### config.mk
export PLATFORM = sky130hd
export DESIGN_NAME = fir_lowpass_64tap_unit
export DESIGN_NICKNAME = d
export VERILOG_FILES = /design/src/rtl/firlp_pkg.sv /design/src/rtl/firlp_cell.sv /design/src/rtl/firlp_mac.sv /design/src/rtl/fir_lowpass_64tap_unit.sv
export SDC_FILE = /design/constraint.sdc
export NUM_CORES = 2
export LEC_CHECK = 0
export BUFFER_PORTS_ARGS = -buffer_cell sky130_fd_sc_hd__buf_4
export CAP_MARGIN = 25
export CELL_PAD_IN_SITES_DETAIL_PLACEMENT = 0
export CELL_PAD_IN_SITES_GLOBAL_PLACEMENT = 1
export CORE_ASPECT_RATIO = 2
export CORE_MARGIN = 2
export CORE_UTILIZATION = 46
export DETAILED_ROUTE_END_ITERATION = 10
export GPL_TIMING_DRIVEN = 0
export PLACE_DENSITY = 0.69
export SLEW_MARGIN = 5
export SYNTH_ARGS = -nofsm -noshare
export SYNTH_HDL_FRONTEND = slang
export SYNTH_SLANG_ARGS = --single-unit
### constraint.sdc
create_clock -name clk_i -period 8.5 [get_ports clk_i]
set_input_delay 1.7 -clock clk_i [delete_from_list [all_inputs] [get_ports clk_i]]
set_output_delay 1.7 -clock clk_i [all_outputs]
set_load 0.05 [all_outputs]
### src/rtl/firlp_pkg.sv
// ----------------------------------------------------------------------------
// firlp_pkg
// Shared types, constants and the coefficient ROM of the 64-tap low-pass FIR.
// ----------------------------------------------------------------------------
package firlp_pkg;

  localparam int unsigned Taps       = 64;
  localparam int unsigned SampleBits = 16;
  localparam int unsigned CoefBits   = 16;

  localparam int unsigned RomTaps = 64;
  localparam int unsigned RomIdxW = 6;
  localparam int unsigned RomFrac = 15;

  // Hamming-window low-pass, 1 kHz cutoff at 9615 Hz sampling, Q1.15.
  localparam logic signed [15:0] RomTable [RomTaps] = '{
       16'sd25,    16'sd30,    16'sd23,     16'sd4,   -16'sd24,   -16'sd51,   -16'sd63,
      -16'sd47,     16'sd2,    16'sd72,   16'sd134,   16'sd149,    16'sd93,   -16'sd34,
     -16'sd190,  -16'sd304,  -16'sd304,  -16'sd151,   16'sd128,   16'sd435,   16'sd624,
      16'sd566,   16'sd207,  -16'sd378,  -16'sd983, -16'sd1323, -16'sd1128,  -16'sd248,
     16'sd1267,  16'sd3153,  16'sd4991,  16'sd6327,  16'sd6816,  16'sd6327,  16'sd4991,
     16'sd3153,  16'sd1267,  -16'sd248, -16'sd1128, -16'sd1323,  -16'sd983,  -16'sd378,
      16'sd207,   16'sd566,   16'sd624,   16'sd435,   16'sd128,  -16'sd151,  -16'sd304,
     -16'sd304,  -16'sd190,   -16'sd34,    16'sd93,   16'sd149,   16'sd134,    16'sd72,
       16'sd2,    -16'sd47,   -16'sd63,   -16'sd51,   -16'sd24,     16'sd4,    16'sd23,
      16'sd30
  };

  typedef struct packed {
    logic load;
    logic rotate;
  } chain_ctrl_t;

  // Coefficient of tap k scaled to cb bits with cb-1 fraction bits.
  function automatic logic signed [31:0] coef_at(input int unsigned k,
                                                 input int unsigned cb);
    logic [31:0]        kk;
    logic signed [31:0] c;
    logic signed [31:0] r;
    kk = k;
    r  = '0;
    if (kk < RomTaps) begin
      c = 32'(RomTable[kk[RomIdxW-1:0]]);
      if (cb >= RomFrac + 1) begin
        r = c <<< (cb - (RomFrac + 1));
      end else begin
        r = (c + (32'sd1 <<< (RomFrac - cb))) >>> ((RomFrac + 1) - cb);
      end
    end
    return r;
  endfunction

endpackage

### src/rtl/firlp_cell.sv
// ----------------------------------------------------------------------------
// firlp_cell
// One history cell: takes a new sample from its left neighbor on a load and
// the sample of its right neighbor on a rotate.
// ----------------------------------------------------------------------------
module firlp_cell #(
  parameter int unsigned SampleBits = firlp_pkg::SampleBits
) (
  input  logic                        clk_i,
  input  logic                        rst_ni,
  input  firlp_pkg::chain_ctrl_t      ctrl_i,
  input  logic signed [SampleBits-1:0] left_i,
  input  logic signed [SampleBits-1:0] right_i,
  output logic signed [SampleBits-1:0] data_o
);

  logic signed [SampleBits-1:0] data_q;
  logic signed [SampleBits-1:0] data_d;

  always_comb begin
    data_d = data_q;
    if (ctrl_i.load) begin
      data_d = left_i;
    end else if (ctrl_i.rotate) begin
      data_d = right_i;
    end
  end

  always_ff @(posedge clk_i or negedge rst_ni) begin
    if (!rst_ni) begin
      data_q <= '0;
    end else begin
      data_q <= data_d;
    end
  end

  assign data_o = data_q;

endmodule

### src/rtl/firlp_mac.sv
// ----------------------------------------------------------------------------
// firlp_mac
// Tap sequencer and shared multiply-accumulate with rounding, saturation and
// the output register.
// ----------------------------------------------------------------------------
module firlp_mac #(
  parameter int unsigned Taps       = firlp_pkg::Taps,
  parameter int unsigned SampleBits = firlp_pkg::SampleBits,
  parameter int unsigned CoefBits   = firlp_pkg::CoefBits
) (
  input  logic                         clk_i,
  input  logic                         rst_ni,
  input  logic                         in_valid_i,
  output logic                         in_stall_o,
  input  logic signed [SampleBits-1:0] tap_i,
  output firlp_pkg::chain_ctrl_t       ctrl_o,
  output logic                         out_valid_o,
  input  logic                         out_stall_i,
  output logic signed [SampleBits-1:0] filtered_sample_o
);

  localparam int unsigned CntW  = $clog2(Taps);
  localparam int unsigned ProdW = SampleBits + CoefBits;
  localparam int unsigned AccW  = ProdW + $clog2(Taps) + 1;
  localparam logic signed [AccW-1:0] SMax = (AccW'(1) <<< (SampleBits - 1)) - AccW'(1);
  localparam logic signed [AccW-1:0] SMin = -SMax - AccW'(1);
  localparam logic signed [AccW-1:0] RndHalf = AccW'(1) <<< (CoefBits - 2);

  logic                         accept;
  logic                         last_tap;
  logic                         out_load;
  logic                         busy_q, busy_d;
  logic [CntW-1:0]              cnt_q, cnt_d;
  logic signed [ProdW-1:0]      prod_q, prod_d;
  logic                         prod_v_q, prod_v_d;
  logic                         prod_last_q, prod_last_d;
  logic signed [AccW-1:0]       acc_q, acc_d;
  logic                         fin_q, fin_d;
  logic                         out_valid_q, out_valid_d;
  logic signed [SampleBits-1:0] out_data_q, out_data_d;
  logic signed [CoefBits-1:0]   coef;
  logic signed [31:0]           coef_word;
  logic signed [AccW-1:0]       rnd_sum;
  logic signed [AccW-1:0]       rnd_shift;

  assign in_stall_o = busy_q | prod_v_q | fin_q;
  assign accept     = in_valid_i & ~in_stall_o;
  assign last_tap   = busy_q & (cnt_q == CntW'(Taps - 1));
  assign out_load   = fin_q & (~out_valid_q | ~out_stall_i);

  assign ctrl_o.load   = accept;
  assign ctrl_o.rotate = busy_q;

  assign coef_word = firlp_pkg::coef_at(int'(cnt_q), CoefBits);
  assign coef      = coef_word[CoefBits-1:0];
  assign prod_d    = ProdW'(tap_i) * ProdW'(coef);

  assign rnd_sum   = acc_q + RndHalf;
  assign rnd_shift = rnd_sum >>> (CoefBits - 1);

  always_comb begin
    busy_d      = busy_q;
    cnt_d       = cnt_q;
    prod_v_d    = busy_q;
    prod_last_d = last_tap;
    acc_d       = acc_q;
    fin_d       = fin_q;
    out_valid_d = out_valid_q;
    out_data_d  = out_data_q;

    if (accept) begin
      busy_d = 1'b1;
      cnt_d  = '0;
      acc_d  = '0;
    end else if (busy_q) begin
      cnt_d = cnt_q + CntW'(1);
      if (last_tap) begin
        busy_d = 1'b0;
      end
    end

    if (prod_v_q) begin
      acc_d = acc_q + AccW'(prod_q);
      if (prod_last_q) begin
        fin_d = 1'b1;
      end
    end

    if (out_valid_q && !out_stall_i) begin
      out_valid_d = 1'b0;
    end
    if (out_load) begin
      fin_d       = 1'b0;
      out_valid_d = 1'b1;
      if (rnd_shift > SMax) begin
        out_data_d = SMax[SampleBits-1:0];
      end else if (rnd_shift < SMin) begin
        out_data_d = SMin[SampleBits-1:0];
      end else begin
        out_data_d = rnd_shift[SampleBits-1:0];
      end
    end
  end

  always_ff @(posedge clk_i or negedge rst_ni) begin
    if (!rst_ni) begin
      busy_q      <= 1'b0;
      cnt_q       <= '0;
      prod_v_q    <= 1'b0;
      prod_last_q <= 1'b0;
      fin_q       <= 1'b0;
      out_valid_q <= 1'b0;
    end else begin
      busy_q      <= busy_d;
      cnt_q       <= cnt_d;
      prod_v_q    <= prod_v_d;
      prod_last_q <= prod_last_d;
      fin_q       <= fin_d;
      out_valid_q <= out_valid_d;
    end
  end

  always_ff @(posedge clk_i) begin
    prod_q     <= prod_d;
    acc_q      <= acc_d;
    out_data_q <= out_data_d;
  end

  assign out_valid_o       = out_valid_q;
  assign filtered_sample_o = out_data_q;

  a_accept_starts: assert property (@(posedge clk_i) disable iff (!rst_ni)
    accept |=> busy_q && cnt_q == '0)
    else $error("accepted transaction did not start the tap sweep");

  a_last_tap_ends: assert property (@(posedge clk_i) disable iff (!rst_ni)
    last_tap |=> !busy_q && prod_v_q && prod_last_q)
    else $error("tap sweep did not end after the last tap");

  a_fin_exclusive: assert property (@(posedge clk_i) disable iff (!rst_ni)
    fin_q |-> !busy_q && !prod_v_q)
    else $error("result finished while the sweep is still running");

  a_out_from_fin: assert property (@(posedge clk_i) disable iff (!rst_ni)
    $rose(out_valid_q) |-> $past(fin_q))
    else $error("output appeared without a finished accumulation");

endmodule

### src/rtl/fir_lowpass_64tap_unit.sv
// ----------------------------------------------------------------------------
// Each result passes the product register, accumulator and output register.
// The input stalls until the previous result is in the output register, since
// one shared multiply-accumulate visits one tap per cycle as history rotates.
// Reset clears the sample history to zeros and empties the pipeline.
// ----------------------------------------------------------------------------
// fir_lowpass_64tap_unit
// Direct-form low-pass FIR: a rotating chain of history cells feeds one
// multiply-accumulate; the result is rounded and saturated to the sample width.
// ----------------------------------------------------------------------------
module fir_lowpass_64tap_unit #(
  parameter int unsigned Taps       = firlp_pkg::Taps,
  parameter int unsigned SampleBits = firlp_pkg::SampleBits,
  parameter int unsigned CoefBits   = firlp_pkg::CoefBits
) (
  input  logic                         clk_i,
  input  logic                         rst_ni,
  input  logic                         in_valid_i,
  output logic                         in_stall_o,
  input  logic signed [SampleBits-1:0] sample_in_i,
  output logic                         out_valid_o,
  input  logic                         out_stall_i,
  output logic signed [SampleBits-1:0] filtered_sample_o
);

  firlp_pkg::chain_ctrl_t       ctrl;
  logic signed [SampleBits-1:0] cell_data [Taps];

  for (genvar k = 0; k < Taps; k++) begin : g_cell
    logic signed [SampleBits-1:0] left;
    if (k == 0) begin : g_head
      assign left = sample_in_i;
    end else begin : g_body
      assign left = cell_data[k-1];
    end

    firlp_cell #(
      .SampleBits(SampleBits)
    ) u_cell (
      .clk_i  (clk_i),
      .rst_ni (rst_ni),
      .ctrl_i (ctrl),
      .left_i (left),
      .right_i(cell_data[(k + 1) % Taps]),
      .data_o (cell_data[k])
    );
  end

  firlp_mac #(
    .Taps      (Taps),
    .SampleBits(SampleBits),
    .CoefBits  (CoefBits)
  ) u_mac (
    .clk_i            (clk_i),
    .rst_ni           (rst_ni),
    .in_valid_i       (in_valid_i),
    .in_stall_o       (in_stall_o),
    .tap_i            (cell_data[0]),
    .ctrl_o           (ctrl),
    .out_valid_o      (out_valid_o),
    .out_stall_i      (out_stall_i),
    .filtered_sample_o(filtered_sample_o)
  );

endmodule

==> key figures <==
Outcome
  • Status: complete, no violations

Final layout
  • P&R area growth vs syn: 11.2%
  • Leading cell type in the layout, fill and taps excluded: nand2_1
  • Fin cells: 8,337
  • Final net count: 6,914
  • # fillers: 12,651
  • Layout cells sized above 1: 0.0615
  • Most frequent cells in the layout: nand2_1, o21ai_0, dfrtp_1
  • Util after Layout: 0.513

Drt
  • Iter 0 DRT Violations: 2,757
  • DRC Markers: 0
  • Post-route ant nets: 0
  • Avg Vias per Cell: 5.58
  • Vias: 46,527
  • WL final: 174 mm
  • DR WL/cell: 20.9 um
  • Drt first pass iters: 7

Floorplan
  • Die Area: 140,000 um2
  • # IOs: 38
  • Core Rows: 192
  • Starting density of the core: 0.462
  • Die H: 527 um
  • Core box area: 136,000 um2
  • Die Span X: 265 um

Timing
  • Fmax: 0.120 GHz
  • Min Hold Slack: 0.374 ns
  • Worst-Margin Slew: 1.02 ns
  • Worst Skew: 0.0882 ns
  • Fin crit period: 8.31 ns
  • Max-slew violation count: 0
  • Max-slew headroom: 0.315
  • Final setup viols: 0
  • Fin crit share: 0.978
  • Final hold violations: 0

Synthesis
  • Sequential area share after synthesis: 0.448
  • Mapped cell area: 62,900 um2
  • Leading register cell type out of synthesis: dfrtp_1
  • Synth Area per Inst: 9.96 um2
  • Warnings from Yosys: 0
  • Area share of the largest cell type after synthesis: 0.412
  • Post-Syn Nets: 6,731
  • EDFF count, synth: 55
  • Ranking of synthesized cells by area: dfrtp_1, mux2i_1, o21ai_0
  • Most area-hungry cell type in the Yosys netlist: dfrtp_1
  • FFs w/ async S/R, synth: 0.922
  • Synth unique cells: 85
  • Syn Inst Count: 6,316
  • #FFs+latches synth: 1,122

Global route
  • First-pass GRT wire length: 281 mm
  • Largest net degree at the start of global routing: 179
  • All-Layer GR Usage: 0.253
  • Initial antenna violation count: 5
  • Vias in the first global route: 49,723
  • Total grt overflow: 0

Setup path
  • Reg-to-reg slack, setup: 0.19 ns
  • Req. time, crit path: 9.10 ns
  • Launching point of the worst reg2reg path: u_mac.cnt_q[0]
  • Worst reg-to-reg path cell count: 28
  • Class of the most critical setup path: flop to flop
  • CP Launch Type: flop
  • CP Max Fanout: 10
  • CP top delay family: adder cells
  • Worst Setup SP: u_mac.cnt_q[0]
  • WP data arrival: 8.91 ns
  • CP most frequent cell: fa_1
  • Slowest-stage cell, CP: fa_1
  • Setup crit end kind: flop
  • CP bufs+invs: 6
  • Worst path max stage delay: 0.62 ns
  • R2r endpoint: u_mac.prod_q[30]

Placement
  • Post-detail-place hpwl: 135 mm
  • Placer Congestion: 0.909
  • Placed Cells: 8,111
  • IO Port Bufs: 37

Clock tree
  • Clk_lat worst skew: 0.74 ns
  • TritonCTS buffer count: 104
  • H-tree depth: 3
  • CTS sink count: 1,122
  • CTS tree: built
  • Deepest clock path buffer count: 3
  • CTS clock-pin slew for the worst setup and hold paths: 0.07 ns
  • Root Buffer: clkbuf_16

Hold path
  • Worst hold path class: flop to flop
  • Worst Hold Path EP: u_mac.prod_v_q
  • Worst Hold Path Cells: 0
  • Min-delay src: u_mac.busy_q

Run
  • Max Cap Viol: 0
==> kinds of logic after synthesis <==
logic type               synth area share
AO/OA/AOI/OAI                       0.115
XOR/XNOR                           0.0103
adder cells (fa/ha/maj)             0.109
buffers and inverters              0.0453
flip-flops                          0.448
multiplexers                        0.164
AND/OR/NAND/NOR                     0.108
==> through the flow <==
step           TNS (ns)  cell area (um2)  worst slack (ns)
2_1_floorplan         0            62900             0.699
3_3_place_gp   -6546.72            65400             -6.61
3_5_place_dp     -17.22            65700             -1.79
4_1_cts               0            69700           0.00118
5_1_grt         -0.0838            69900           -0.0309
6_report              0            69900             0.185
==> synthesized netlist by cell type, types with 45 or more instances <==
library cell / n
and2_1: 96
inv_1: 320
nand2_1: 1204
a21oi_1: 74
ha_1: 138
xnor2_1: 45
mux2i_1: 1029
edfxtp_1: 55
clkbuf_1: 354
buf_2: 46
o21ai_0: 1104
fa_1: 257
nor2_1: 114
dfrtp_1: 1035
==> area by class of cell <==
cell class	count	area (um2)	share of cell area
inverter	322	1220	0.0175
antenna	3	7.51	0.000107
clock inverter	36	433	0.00619
sequential	1122	28200	0.403
clock buffer	159	3170	0.0454
buffer	416	1740	0.0248
multi-input combinational	4455	32200	0.461
tap	1746	2180	0.0312
timing repair buffer	78	766	0.0109
==> worst max-delay path by stage <==
stage	slack, ns	endpoint	cells after the start
2_1_floorplan	0.70	u_mac.prod_q[25]	30
3_3_place_gp	-6.61	g_cell[53].u_cell.data_o[10]	1
3_5_place_dp	-1.79	u_mac.prod_q[30]	30
4_1_cts	0.001	u_mac.prod_q[25]	30
5_1_grt	-0.03	u_mac.prod_q[22]	28
6_report	0.19	u_mac.prod_q[30]	28
==> flip-flops by register name, indices dropped and copies added, names as in the netlist <==
signal                   count
u_mac.out_valid_o            1
u_mac.prod_last_q            1
u_mac.filtered_sample_o     16
u_mac.fin_q                  1
u_mac.busy_q                 1
u_mac.prod_v_q               1
u_mac.cnt_q                  6
u_mac.prod_q                32
u_mac.acc_q                 39
g_cell.u_cell.data_o      1024
==> what timing repair did <==
action                                  4_1_cts  5_1_grt
setup buffers                                18       11
resized for setup                            77       51
endpoints found under the setup margin       18       10
hold buffers                                  0        0
pin swaps                                    10       12
==> per-layer routing <==
metal	GRT usage	vias to the layer above	wire length [um]
met1	0.327	23691	74700
li1	-	21775	-
met2	0.439	786	87500
met4	0.0974	4	7020
met3	0.0227	271	5200
met5	0	-	18
Power is not shown: default switching activity piles up to over one toggle a cycle in this logic, so the estimate is an artifact.
